File: src/rtl/core/c3f_fifo.sv
// c3f_fifo: small register queue with occupancy count.
// Depends on nothing; used for the window queue and the result queue.
module c3f_fifo #(
    parameter int WIDTH = 8,
    parameter int DEPTH = 4
) (
    input  logic                       clk,
    input  logic                       rst_n,
    input  logic                       push,
    input  logic [WIDTH-1:0]           push_data,
    input  logic                       pop,
    output logic [WIDTH-1:0]           pop_data,
    output logic                       empty,
    output logic [$clog2(DEPTH+1)-1:0] count
);
    localparam int PTR_W = $clog2(DEPTH);
    localparam int CNT_W = $clog2(DEPTH + 1);

    logic [WIDTH-1:0] mem_reg [DEPTH];
    logic [PTR_W-1:0] wr_ptr_reg, wr_ptr_next;
    logic [PTR_W-1:0] rd_ptr_reg, rd_ptr_next;
    logic [CNT_W-1:0] count_reg, count_next;
    logic             do_pop;

    assign empty    = (count_reg == '0);
    assign count    = count_reg;
    assign do_pop   = pop && !empty;
    assign pop_data = mem_reg[rd_ptr_reg];

    always_comb
    begin
        wr_ptr_next = wr_ptr_reg;
        rd_ptr_next = rd_ptr_reg;
        count_next  = count_reg;
        if (push)
        begin
            wr_ptr_next = (wr_ptr_reg == PTR_W'(DEPTH - 1)) ? '0 : wr_ptr_reg + PTR_W'(1);
        end
        if (do_pop)
        begin
            rd_ptr_next = (rd_ptr_reg == PTR_W'(DEPTH - 1)) ? '0 : rd_ptr_reg + PTR_W'(1);
        end
        if (push && !do_pop)
        begin
            count_next = count_reg + CNT_W'(1);
        end
        else if (do_pop && !push)
        begin
            count_next = count_reg - CNT_W'(1);
        end
    end

    always_ff @(posedge clk or negedge rst_n)
    begin
        if (!rst_n)
        begin
            wr_ptr_reg <= '0;
            rd_ptr_reg <= '0;
            count_reg  <= '0;
        end
        else
        begin
            wr_ptr_reg <= wr_ptr_next;
            rd_ptr_reg <= rd_ptr_next;
            count_reg  <= count_next;
        end
    end

    always_ff @(posedge clk)
    begin
        if (push)
        begin
            mem_reg[wr_ptr_reg] <= push_data;
        end
    end

    a_no_overflow: assert property (@(posedge clk) disable iff (!rst_n)
        push |-> (count_reg != CNT_W'(DEPTH)))
        else $error("push into a full queue");

    a_count_bound: assert property (@(posedge clk) disable iff (!rst_n)
        count_reg <= CNT_W'(DEPTH))
        else $error("queue count beyond depth");

endmodule

File: config.mk
export PLATFORM = sky130hd
export DESIGN_NAME = c3f_fifo
export DESIGN_NICKNAME = d
export VERILOG_FILES = /design/src/rtl/core/c3f_fifo.sv
export SDC_FILE = /design/constraint.sdc
export NUM_CORES = 1
export LEC_CHECK = 0
export BUFFER_PORTS_ARGS = -buffer_cell sky130_fd_sc_hd__buf_2
export CORE_MARGIN = 3
export CORE_UTILIZATION = 45
export DETAILED_ROUTE_END_ITERATION = 10
export GPL_ROUTABILITY_DRIVEN = 0
export PLACE_DENSITY = 0.75
export SYNTH_ARGS = -nofsm -noshare
export SYNTH_HDL_FRONTEND = slang
export SYNTH_SLANG_ARGS = --single-unit
File: constraint.sdc
create_clock -name clk -period 2.5 [get_ports clk]
set_input_delay 0.5 -clock clk [delete_from_list [all_inputs] [get_ports clk]]
set_output_delay 0.5 -clock clk [all_outputs]
set_load 0.01 [all_outputs]
==> impl_metrics.tcl <==
set metrics [dict create \
    finalSetupTns_ns 0 \
    min_period_over_period_pct 89.6 \
    die_y_um 65.3 \
    r2r_slack_ns 0.53 \
    setup.worst_path.end_class "output pin" \
    fin_hold_ws_ns 0.364 \
    viasPerCell 5.01 \
    cts-root-buf "clkbuf_4" \
    dr.pass1.iters 2 \
    stdcell_count 153 \
    grt_max_degree 14 \
    p_per_area_nw_per_um2 1100 \
    ys_types 19 \
    cts_num_sinks 39 \
    chipWidth_um 65.3 \
    drc_errors 0 \
    syn_inst 78 \
    htreeDepth 2 \
    cts_tree "built" \
    arrival_ns 1.74 \
    syn-mean-instance-area_um2 20.3 \
    cts_buffer_depth 2 \
    critPathMaxFanout 6 \
    ys_ff_latch 39 \
    overflow 0 \
    hold_class "in -> reg" \
    cap_violations 0 \
    antenna_cells_inserted 0 \
    path_class "reg -> out" \
    core_um2 3200 \
    synth_warnings 0 \
    maxSlewHeadroom_pct 69.5 \
    nFillCells 267 \
    drtAntennaViolNets 0 \
    antenna_found_initial 0 \
    place_area_um2 1740 \
    largest_register_ffs 32 \
    dp_hpwl_um 1660 \
    nNetsFinal 127 \
    gr-usage-all-layers_pct 13.4 \
    syn_area_um2 1580 \
    finalSetupViolations 0 \
    routed_wl_um 2380 \
    synthTopCellsByArea "edfxtp_1 61%, mux4_2 11%, dfrtp_1 11%" \
    start_util_pct 49.4 \
    drive_above_1_share_pct 40.4 \
    skew_ns 0.00688 \
    crit_family "multiplexers" \
    grt_pass1_wl_um 3940 \
    drt_iter0_drc 21 \
    vias 766 \
    path_cells "buf_4 -> mux4_2 -> buf_2" \
    period_needed_ns 2.24 \
    clk_pin_slew_ns 0.11 \
    max_freq_mhz 447 \
    final_util_pct 57.3 \
    cts_made_buffers 5 \
    drv_slew 0 \
    row_count 20 \
    synth_top_area_cell "edfxtp_1" \
    wl_per_cell_um 15.5 \
    tightest_slew_ns 0.457 \
    seq_area_frac_synth_pct 71.8 \
    status "complete, no violations" \
    rsz0062_at_grt "false" \
    postCtsSetupBuffers 0 \
    cp_slowest_cell "mux4_2" \
    p_leak_nw 0.697 \
    dp.cells 144 \
    critPathMaxStageDelay_ns 0.51 \
    crit_path_start_kind "flop" \
    syn-num-nets 97 \
    first_global_vias 833 \
    numPortBuffers 23 \
    crit_required_ns 2.00 \
    synth_top_area_share_pct 60.8 \
    die_area_um2 4260 \
    syn2layout_area_growth_pct 16.0 \
    fin_area_um2 1830 \
    clkLatencyLatePin_ns 0.34 \
    final-hold-violation-count 0 \
    critical_path_buf_inv_count 2 \
    io_pins 24 \
    ir_worst_vdd_mv 0.569 \
]
## cells by family after synthesis
family                     after synthesis  synth area share, %
muxes                                   10                 13.1
adders and majority gates                7                 6.01
xor gates and xnor gates                 3                 1.66
and+or+nand+nor                         10                 3.16
AOI/OAI and AO/OA                        4                 2.53
buffers and inverters                    5                 1.74
DFF                                     39                 71.8
## stage by stage
stage | power [mW] | worst slack [ns]
detailed placement | 1.64 | 0.531
global placement | 1.61 | 0.602
global route | 2.15 | 0.153
floorplan | 1.42 | 0.618
finish | 2.02 | 0.261
CTS | 2.05 | 0.206
## routing by layer
layer | vias up | GRT usage (%) | wire, um
met5 | - | 0 | 0
li1 | 360 | - | -
met1 | 385 | 14.8 | 960
met4 | 0 | 7.25 | 53
met2 | 16 | 22.1 | 1240
met3 | 5 | 5.30 | 123
## layout make-up
class / count / area, um2 / share of cell area, %
timing repair buffer: 25 / 133 / 7.23
sequential: 39 / 1140 / 61.9
multi-input combinational: 34 / 418 / 22.8
clock inverter: 3 / 43.8 / 2.39
clock buffer: 5 / 37.5 / 2.05
tap: 44 / 55.1 / 3.00
inverter: 3 / 11.3 / 0.614
## timing repair
item | CTS | global route
hold buffers | 1 | 0
gates resized for setup | 0 | 0
endpoints found under the setup margin | 0 | 0
endpoints found under the hold margin | 7 | 0
## power by group
part           switching [mW]  internal (mW)  leakage, nW
logic                   0.286          0.332        0.275
clock network           0.201          0.210       0.0452
registers               0.132          0.854        0.377
## synth_stat cells
| cell | number |
|---|---|
| a21o_2 | 1 |
| ha_1 | 6 |
| dfrtp_1 | 7 |
| xnor2_1 | 1 |
| nor3_1 | 2 |
| edfxtp_1 | 32 |
| and2_1 | 4 |
| clkbuf_2 | 1 |
| mux2_2 | 1 |
| mux4_2 | 8 |
| fa_1 | 1 |
| buf_6 | 1 |
| mux2_4 | 1 |
| o31ai_4 | 1 |
| xor2_1 | 2 |
| inv_1 | 3 |
| nand2_1 | 2 |
| o21ai_0 | 2 |
| nor2_1 | 2 |
## path summary, 6_finish.rpt
kind,startpoint,endpoint,cells past startpoint
worst max-delay path,rd_ptr_reg[0]$_DFFE_PN0P_,pop_data[5],3
worst min-delay path,push_data[2],mem_reg[1][2]$_DFFE_PP_,1
worst max register to register,count[0]$_DFFE_PN0P_,count[2]$_DFFE_PN0P_,7
worst min register to register,count[2]$_DFFE_PN0P_,count[2]$_DFFE_PN0P_,1
max in group asynchronous,rst_n,count[1]$_DFFE_PN0P_,2
min in group asynchronous,rst_n,count[2]$_DFFE_PN0P_,2
## layout by cell type, fill, tap and decap left out
cell type       n
a21o_2          1
and2_1          4
buf_2          23
buf_4           1
bufinv_16       1
clkbuf_4        5
clkinv_2        1
clkinv_4        1
dfrtp_1         7
dlygate4sd3_1   1
edfxtp_1       32
fa_1            1
ha_1            6
inv_1           3
mux2_2          1
mux2_4          1
mux4_2          8
nand2_1         2
nor2_1          2
nor3_1          2
o21ai_0         2
o31ai_4         1
xnor2_1         1
xor2_1          2
No activity file was read; power rests on OpenSTA's default activity.
