--- config.mk ---
export PLATFORM = sky130hd
export DESIGN_NAME = c3f_back
export DESIGN_NICKNAME = d
export VERILOG_FILES = /design/src/rtl/core/c3f_pkg.sv /design/src/rtl/core/c3f_back.sv
export SDC_FILE = /design/constraint.sdc
export NUM_CORES = 1
export LEC_CHECK = 0
export BUFFER_PORTS_ARGS = -buffer_cell sky130_fd_sc_hd__buf_2
export CAP_MARGIN = 10
export CORE_ASPECT_RATIO = 1.75
export CORE_MARGIN = 2
export CORE_UTILIZATION = 30
export CTS_CLUSTER_DIAMETER = 120
export DETAILED_ROUTE_END_ITERATION = 6
export GPL_TIMING_DRIVEN = 0
export PLACE_DENSITY = 0.53
export SLEW_MARGIN = 20
export SYNTH_ARGS = -nofsm -noshare
export SYNTH_HDL_FRONTEND = slang
export SYNTH_SLANG_ARGS = --single-unit
--- constraint.sdc ---
create_clock -name clk -period 12.7 [get_ports clk]
set_input_delay 1.905 -clock clk [delete_from_list [all_inputs] [get_ports clk]]
set_output_delay 1.905 -clock clk [all_outputs]
set_load 0.02 [all_outputs]
--- src/rtl/core/c3f_pkg.sv ---
// c3f_pkg: shared constants, register codes and transfer types of the
// 3x3 convolution filter. No dependencies.
package c3f_pkg;

    localparam int C3F_MAX_WIDTH = 1024;
    localparam int KERNEL_SIZE   = 3;
    localparam int KERNEL_TAPS   = KERNEL_SIZE * KERNEL_SIZE;
    localparam int CENTER_TAP    = KERNEL_TAPS / 2;

    localparam int PIX_W    = 8;
    localparam int COEFF_W  = 5;
    localparam int COEFFS_W = KERNEL_TAPS * COEFF_W;
    localparam int IMG_W_W  = 10;
    localparam int IMG_H_W  = 12;
    localparam int ROW_W    = 12;
    localparam int HGT_W    = 13;
    localparam int MAX_HEIGHT = 4094;

    localparam logic [COEFFS_W-1:0] KERNEL_RESET = 45'd1134979744801;
    localparam logic [IMG_W_W-1:0]  WIDTH_RESET  = 10'd640;
    localparam logic [IMG_H_W-1:0]  HEIGHT_RESET = 12'd480;

    localparam int PROD_W      = 14;
    localparam int ROWSUM_W    = 16;
    localparam int SUM_W       = 17;
    localparam int RECIP_W     = 16;
    localparam int MUL_W       = 32;
    localparam int RECIP_SHIFT = 19;
    localparam logic [RECIP_W-1:0] RECIP_9 = 16'd58255;
    localparam int PIX_MAX     = 255;

    localparam int MID_DEPTH = 4;
    localparam int OUT_DEPTH = 8;

    typedef enum logic [1:0] {
        CFG_KERNEL  = 2'd0,
        CFG_WIDTH   = 2'd1,
        CFG_HEIGHT  = 2'd2,
        CFG_SHARPEN = 2'd3
    } cfg_index_t;

    typedef struct packed {
        logic [IMG_W_W-1:0] width;
        logic [IMG_H_W-1:0] height;
    } c3f_geom_t;

    typedef struct packed {
        logic [COEFFS_W-1:0] coeffs;
        logic                sharpen;
    } c3f_filt_cfg_t;

    typedef struct packed {
        logic [KERNEL_TAPS-1:0][PIX_W-1:0] win;
        logic                              last;
    } c3f_item_t;

    typedef struct packed {
        logic [PIX_W-1:0] pixel;
        logic             last;
    } c3f_result_t;

endpackage

--- src/rtl/core/c3f_back.sv ---
// c3f_back: multiply-accumulate, divide by nine, clamp and sharpen.
// Depends on c3f_pkg; drains the window queue into the result queue.
module c3f_back (
    input  logic                                    clk,
    input  logic                                    rst_n,
    input  logic                                    q_empty,
    input  c3f_pkg::c3f_item_t                      q_item,
    output logic                                    q_pop,
    input  c3f_pkg::c3f_filt_cfg_t                  cfg,
    input  logic [$clog2(c3f_pkg::OUT_DEPTH+1)-1:0] out_count,
    output logic                                    o_push,
    output c3f_pkg::c3f_result_t                    o_data
);
    import c3f_pkg::*;

    localparam int OC_W = $clog2(OUT_DEPTH + 1);
    localparam int Q_W  = MUL_W - RECIP_SHIFT;

    logic [OC_W:0] inflight;

    logic signed [PROD_W-1:0] px_s [KERNEL_TAPS];
    logic signed [PROD_W-1:0] cf_s [KERNEL_TAPS];
    logic signed [PROD_W-1:0] prod_next [KERNEL_TAPS];
    logic signed [ROWSUM_W-1:0] row_next [KERNEL_SIZE];
    logic signed [SUM_W-1:0]  sum_next;

    logic                     s1_valid_reg, s2_valid_reg, s3_valid_reg, s4_valid_reg;
    logic signed [PROD_W-1:0] s1_prod_reg [KERNEL_TAPS];
    logic signed [ROWSUM_W-1:0] s2_row_reg [KERNEL_SIZE];
    logic signed [SUM_W-1:0]  s3_sum_reg;
    logic                     s4_neg_reg;
    logic [MUL_W-1:0]         s4_prod_reg;
    logic [PIX_W-1:0]         s1_ctr_reg, s2_ctr_reg, s3_ctr_reg, s4_ctr_reg;
    logic                     s1_last_reg, s2_last_reg, s3_last_reg, s4_last_reg;

    logic [Q_W-1:0]           quot;
    logic [PIX_W-1:0]         filt;

    assign inflight = (OC_W + 1)'(out_count) + (OC_W + 1)'(s1_valid_reg)
                    + (OC_W + 1)'(s2_valid_reg) + (OC_W + 1)'(s3_valid_reg)
                    + (OC_W + 1)'(s4_valid_reg);
    assign q_pop    = !q_empty && (inflight < (OC_W + 1)'(OUT_DEPTH));

    always_comb
    begin
        for (int k = 0; k < KERNEL_TAPS; k++)
        begin
            px_s[k] = {{(PROD_W - PIX_W){1'b0}}, q_item.win[k]};
            cf_s[k] = {{(PROD_W - COEFF_W){cfg.coeffs[k*COEFF_W+COEFF_W-1]}},
                       cfg.coeffs[k*COEFF_W +: COEFF_W]};
            prod_next[k] = px_s[k] * cf_s[k];
        end
    end

    always_comb
    begin
        for (int r = 0; r < KERNEL_SIZE; r++)
        begin
            row_next[r] = '0;
            for (int c = 0; c < KERNEL_SIZE; c++)
            begin
                row_next[r] = row_next[r]
                    + {{(ROWSUM_W - PROD_W){s1_prod_reg[r*KERNEL_SIZE+c][PROD_W-1]}},
                       s1_prod_reg[r*KERNEL_SIZE+c]};
            end
        end
    end

    always_comb
    begin
        sum_next = '0;
        for (int r = 0; r < KERNEL_SIZE; r++)
        begin
            sum_next = sum_next
                + {{(SUM_W - ROWSUM_W){s2_row_reg[r][ROWSUM_W-1]}}, s2_row_reg[r]};
        end
    end

    always_ff @(posedge clk or negedge rst_n)
    begin
        if (!rst_n)
        begin
            s1_valid_reg <= 1'b0;
            s2_valid_reg <= 1'b0;
            s3_valid_reg <= 1'b0;
            s4_valid_reg <= 1'b0;
        end
        else
        begin
            s1_valid_reg <= q_pop;
            s2_valid_reg <= s1_valid_reg;
            s3_valid_reg <= s2_valid_reg;
            s4_valid_reg <= s3_valid_reg;
        end
    end

    always_ff @(posedge clk)
    begin
        for (int k = 0; k < KERNEL_TAPS; k++)
        begin
            s1_prod_reg[k] <= prod_next[k];
        end
        s1_ctr_reg  <= q_item.win[CENTER_TAP];
        s1_last_reg <= q_item.last;

        for (int r = 0; r < KERNEL_SIZE; r++)
        begin
            s2_row_reg[r] <= row_next[r];
        end
        s2_ctr_reg  <= s1_ctr_reg;
        s2_last_reg <= s1_last_reg;

        s3_sum_reg  <= sum_next;
        s3_ctr_reg  <= s2_ctr_reg;
        s3_last_reg <= s2_last_reg;

        // divide by nine through the reciprocal, exact below 2^16
        s4_neg_reg  <= s3_sum_reg[SUM_W-1];
        s4_prod_reg <= MUL_W'(s3_sum_reg[RECIP_W-1:0]) * MUL_W'(RECIP_9);
        s4_ctr_reg  <= s3_ctr_reg;
        s4_last_reg <= s3_last_reg;
    end

    always_comb
    begin
        quot = s4_prod_reg[MUL_W-1:RECIP_SHIFT];
        if (s4_neg_reg)
        begin
            filt = '0;
        end
        else if (quot > Q_W'(PIX_MAX))
        begin
            filt = PIX_W'(PIX_MAX);
        end
        else
        begin
            filt = quot[PIX_W-1:0];
        end
        o_data.pixel = cfg.sharpen ? filt + s4_ctr_reg : filt;
        o_data.last  = s4_last_reg;
    end

    assign o_push = s4_valid_reg;

    a_pipe_latency: assert property (@(posedge clk) disable iff (!rst_n)
        o_push |-> $past(q_pop, 4))
        else $error("result without a window four cycles earlier");

    a_credit_bound: assert property (@(posedge clk) disable iff (!rst_n)
        inflight <= (OC_W + 1)'(OUT_DEPTH))
        else $error("results in flight exceed result queue space");

endmodule

==> results of run 1 <==
==> routing by layer <==
| metal | track usage | wire [um] | vias up |
|---|---|---|---|
| li1 | - | - | 8693 |
| met1 | 0.137 | 20900 | 8286 |
| met2 | 0.264 | 30200 | 187 |
| met3 | 0.0139 | 1250 | 85 |
| met4 | 0.0602 | 2610 | 0 |
| met5 | 0 | 0 | - |
==> kinds of logic after synthesis <==
| logic type | share of synthesized area |
|---|---|
| fa+ha+maj | 0.460 |
| simple gates | 0.136 |
| buf+inv | 0.0743 |
| compound gates | 0.0861 |
| flops | 0.196 |
| xor+xnor | 0.0433 |
| mux | 0.00379 |
==> layout make-up <==
class,instances,area (um2)
Fill cell,8693,55000
Multi-Input combinational cell,1846,18300
Sequential cell,245,4920
Inverter,491,1840
Tap cell,1065,1330
Clock buffer,33,758
Timing Repair Buffer,136,681
Clock inverter,14,164
Buffer,4,18.8
==> worst paths after layout <==
kind / startpoint / end / slack [ps] / cells past startpoint
min in group asynchronous: rst_n / o_push / 1140 / 1
hold / removal: s1_ctr_reg[1] / s2_ctr_reg[1] / 320 / 0
max in group asynchronous: rst_n / s2_valid_reg / 11440 / 1
hold reg to reg: s1_ctr_reg[1] / s2_ctr_reg[1] / 320 / 0
setup / recovery: s4_prod_reg[31] / o_data[8] / 6930 / 13
setup reg to reg: s3_sum_reg[0] / s4_prod_reg[28] / 6950 / 20
==> stage by stage <==
| stage | setup slack, ps | std cells | instance area [um2] | utilization |
|---|---|---|---|---|
| finish | 6930 | 3834 | 28000 | 0.337 |
| floorplan | 7220 | 2586 | 25100 | - |
| global placement | 6840 | 3787 | 27100 | 0.326 |
| detailed placement | 6850 | 3787 | 27100 | 0.326 |
| CTS | 6780 | 3834 | 28000 | 0.337 |
| global route | 6590 | 3834 | 28000 | 0.337 |
==> critical path, delay by kind of cell, from the launching register on <==
family	cells	cell delay, ps
and+or+nand+nor	4	1290
AOI/OAI and AO/OA	6	1130
DFF	1	300
buffers and inverters	2	300
adders and majority gates	1	270
==> cell usage in the layout (no fill, tap or decap), types with 6 or more instances in the layout <==
cell type  count
a211oi_1      12
a21boi_0      10
a21o_1        23
a21oi_1       90
a21oi_2       13
a31oi_1       14
and2_1       173
buf_2        136
clkbuf_16     27
clkbuf_8       6
dfxtp_1      241
fa_1         305
ha_1         433
inv_1        491
nand2_1      172
nand2b_1      61
nand3_1       20
nand4_1       12
nand4b_1       6
nor2_1        97
nor2b_1       30
nor3_1        35
nor4_1         9
o211ai_1      12
o21a_1        12
o21ai_0       57
o21ai_1        8
o21bai_1      13
or2_2          8
or3_1          7
or4b_1         7
xnor2_1       99
xor2_1        25
==> results.md, run 1 <==
- Vias per cell: 4.50
- Syn Inst Count: 2586
- Req. time, crit path: 10800 ps
- Cell taking the most area after synthesis: fa_1
- Worst-Margin Slew: 659 ps
- Num rows: 140
- Number of port buffers: 136
- Crit end category: output pin
- Crit Path Category: reg -> out
- Yosys cell types: 69
- RSZ-0062 raised after global routing: no
- Critical-path cell list: nor3_1, nand2_2, o21bai_1, inv_1, ha_1, a21o_1, a21oi_2, o21bai_1, a21oi_1, o21bai_1, nor3b_1, or4b_1, buf_2
- Final WL: 55000 um
- Fmax: 173 MHz
- Largest cells by area after synthesis: fa_1, ha_1, dfxtp_1, inv_1, and2_1
- Synth Register Bits: 245
- Skew-Pair Late Insertion Delay: 560 ps
- Clock root buffer: clkbuf_16
- CTS buffer count: 26
- Max cap viols: 0
- Grt total ovfl: 0
- Maximum clock path buffer count: 3
- Critical Path AT: 3860 ps
- Setup violators final: 0
- Vias in the first global route: 18500
- Ant diodes: 0
- Drt wl/cell: 14.3 um
- Global-route wire length before repair: 91300 um
- CP startpoint kind: register
- Hold buffers post-CTS: 0
- Largest net degree at the start of global routing: 16
- Initial core utilization: 0.302
- Nets@finish: 3614
- Area Growth Syn to Fin: 11.7%
- Mean Syn Cell Area: 9.69 um2
- Layout cells sized above 1: 0.0827
- Post-CTS Setup Bufs: 0
- Synth Flop Type: dfxtp_1
- Top-level port count: 137
- 1st-iter DRT viols: 493
- Status: finished clean
- DP Wirelength: 48400 um
- Top-count cell post-synth: inv_1
- CTS tree: built
- WHS: 324 ps
- Final slew viol count: 0
- Die Span X: 222 um
- Tightest Hold Check Type: reg -> reg
- Endpoints failing hold: 0
- Critical Path Max Stage Delay: 570 ps
- Die Y-Extent: 386 um
- Post-Synthesis Net Count: 3450
- 1st-pass router iterations: 5
- Tcrit/Tclk final: 0.454
- Residual DRC: 0
- Final Critical Period: 5770 ps
- Most frequent CP cell: o21bai_1
- Synth async-reset ratio: 0.0163
- Number of antenna violations at the first check in global routing: 1
- DR vias: 17300
- Full die area: 0.0860 mm2
- Routability cong.: 0.827
- YS warnings: 0
- Clock skew: 10.8 ps
- Max reg flops: 126
- H-tree depth: 1
- DRT antenna net count: 0
- Commonest cells in the synthesized netlist: inv_1, ha_1, fa_1
- Tot GR Track Use: 0.132
- Clock sink count: 245
- Yosys top cell area share: 0.244
- Setup TNS: 0 ps
- Crit Path Max Fanout: 8
- Cell Area, Synth: 0.0251 mm2
- Core area: 0.0830 mm2
- Slew margin rel.: 0.557
- CP max stage cell: or4b_1
- Worst-path clk slew: 60 ps
- Post-CTS Resized: 0
- EDFF count, synth: 0
- Seq/Total Area, Yosys: 0.196
Power of run 1 is not shown: default switching activity piles up to over one toggle a cycle in this logic, so the estimate is an artifact.
==> inputs of run 2 (changes only) <==
- clock period: 12.7 -> 5.35 ns (I/O delays scaled with it)
==> results.md, run 2 (same netlist as run 1, synthesis figures left out) <==
- Final WL: 55200 um (+0.48%)
- Endpoints failing hold: 0 (unchanged)
- M1 WL: 20800 um (-0.45%)
- CTS buffer count: 26 (unchanged)
- Design Area, Final: 0.0283 mm2 (+1.2%)
- Critical Path Source: s3_sum_reg[11]
- Clock skew: 9.96 ps (-0.809 ps)
- CP max stage cell: fa_1
- Crit Path Max Fanout: 4 (-4)
- DR vias: 17300 (+0.32%)
- CP delay by family, top: adder cells
- DRT antenna net count: 0 (unchanged)
- Placed cell area: 0.0271 mm2 (unchanged)
- Final slew viol count: 0 (unchanged)
- DP Wirelength: 48400 um (unchanged)
- Global-route wire length before repair: 91700 um (+0.33%)
- CP startpoint kind: register
- Capturing point of the worst reg2reg path: s4_prod_reg[25]
- 1st-pass router iterations: 4 (-1)
- R2r setup slk: 160 ps (-6790 ps)
- Fill count: 8651 (-0.48%)
- Commonest non-fill, non-tap cells in the layout: inv_1, ha_1, fa_1, dfxtp_1, and2_1
- Skew-Pair Late Insertion Delay: 560 ps (about the same)
- Num rows: 140 (unchanged)
- Slew margin rel.: 0.557 (about the same)
- Ant diodes: 0 (unchanged)
- Initial core utilization: 0.302 (unchanged)
- Critical Path AT: 5670 ps (+1810 ps)
- Met3 wire length: 1440 um (+15%)
- Largest net degree at the start of global routing: 16 (unchanged)
- H-tree depth: 1 (unchanged)
- Worst-case reg-to-reg path depth: 18 (-10%)
- Worst-Margin Slew: 659 ps (-0.306 ps)
- Fmax: 193 MHz
- Max reg flops: 126 (unchanged)
- Cell depth of the worst setup path: 18 (+5)
- Area Growth Syn to Fin: 13.0%
- Top sig layer: met4
- Final Critical Period: 5190 ps
- Routability cong.: 0.827 (unchanged)
- Worst-path clk slew: 60 ps (about the same)
- Tcrit/Tclk final: 0.970
- Most frequent CP cell: fa_1
- Nets@finish: 3623 (+0.25%)
- Number of port buffers: 136 (unchanged)
- Max cap viols: 0 (unchanged)
- Core area: 0.0830 mm2 (unchanged)
- Setup violators final: 0 (unchanged)
- Layout cells sized above 1: 0.102 (+0.0195)
- CTS tree: built
- Status: finished clean
- Top-level port count: 137 (unchanged)
- Die Y-Extent: 386 um (unchanged)
- Full die area: 0.0860 mm2 (unchanged)
- Maximum clock path buffer count: 3 (unchanged)
- Die Span X: 222 um (unchanged)
- Vias per cell: 4.50 (about the same)
- Critical Path Max Stage Delay: 540 ps (-30 ps)
- Worst r2r src: s3_sum_reg[11]
- Req. time, crit path: 5830 ps (-4970 ps)
- Commonest non-fill, non-tap cell in the layout: inv_1
- Clock sink count: 245 (unchanged)
- Clock root buffer: clkbuf_16
- Grt total ovfl: 0 (unchanged)
- Crit Path Category: reg -> reg
- Vias in the first global route: 18600 (+0.37%)
- Drt wl/cell: 14.4 um (+0.24%)
- 1st-iter DRT viols: 463 (-6.1%)
- WP buf/inv: 5 (+3)
- Met2 wirelength from detailed routing: 30300 um (+0.39%)
- Critical Path End: s4_prod_reg[25]
- Setup TNS: 0 ps (unchanged)
- Critical-path cell list: buf_4, fa_1, ha_1, inv_1, fa_1, inv_1, fa_1, fa_1, inv_1, fa_1, inv_1, ha_1, and3_1, a211oi_2, o41ai_4, a21bo_2, a21oi_2, xnor2_1
- Tightest Hold Check Type: reg -> reg
- Tot GR Track Use: 0.133 (+0.000390)
- Crit end category: register
- RSZ-0062 raised after global routing: no
- Number of antenna violations at the first check in global routing: 1 (unchanged)
- Residual DRC: 0 (unchanged)
==> run 2: changes by cell type in the layout (fill, tap and decap cells not counted), moves of 7 or more <==
| cell | change |
|---|---|
| a21oi_1 | -7 |
| buf_4 | +7 |
| dfxtp_1 | -13 |
| dfxtp_4 | +7 |
| ha_1 | -8 |
| ha_4 | +7 |
==> run 2: final cells by class <==
cell class	count	area (um2)	area share
multi-input cells	1846	18500	0.653
flip-flops and latches	245	4960	0.175
inverters	491	1840	0.0651
well taps	1065	1330	0.0470
clock buffers	33	758	0.0268
repair buffers	145	754	0.0266
clock inverters	14	164	0.00579
plain buffers	4	18.8	0.000662
==> run 2: per-stage QoR <==
stage,util,setup WS [ps],hold WS (ps),std cells
after global placement,0.326,-398,310,3787
final,0.341,163,325,3843
after CTS,0.340,-15.0,313,3840
after floorplan,-,351,310,2586
after detailed placement,0.326,-414,312,3787
after global routing,0.341,8.60,328,3843
==> run 2: worst min path at each step <==
stage,startpoint,end,cells past startpoint,slack (ps)
after floorplan,s1_ctr_reg[0],s2_ctr_reg[0],0,310
after global placement,s1_ctr_reg[2],s2_ctr_reg[2],0,310
after detailed placement,s2_ctr_reg[1],s3_ctr_reg[1],0,310
after CTS,q_item[0],s1_last_reg,1,310
after global routing,q_item[0],s1_last_reg,1,330
final,s1_ctr_reg[1],s2_ctr_reg[1],0,330
==> run 2: routing by layer <==
| metal | vias to the layer above | GRT usage |
|---|---|---|
| met5 | - | 0 |
| met4 | 0 | 0.0602 |
| met3 | 87 | 0.0140 |
| met2 | 199 | 0.265 |
| met1 | 8312 | 0.138 |
| li1 | 8708 | - |
==> run 2: what timing repair did <==
| action | 4_1_cts | 5_1_grt |
|---|---|---|
| endpoints found under the setup margin | 13 | 7 |
| pin swaps | 16 | 24 |
| setup buffers | 5 | 3 |
| hold buffers | 1 | 0 |
| hold endpoints to repair | 4 | 0 |
| gates resized for setup | 37 | 30 |
==> run 2: worst reg2reg max path, stage by stage (launching register included) <==
cell and delay [ps]:
dfxtp_4 350, buf_4 160, fa_1 500, ha_1 330, inv_1 60, fa_1 540, inv_1 60, fa_1 450
fa_1 490, inv_1 50, fa_1 470, inv_1 50, ha_1 330, and3_1 230, a211oi_2 330, o41ai_4 170
a21bo_2 270, a21oi_2 160, xnor2_1 130
Power of run 2 is left out for the same reason.
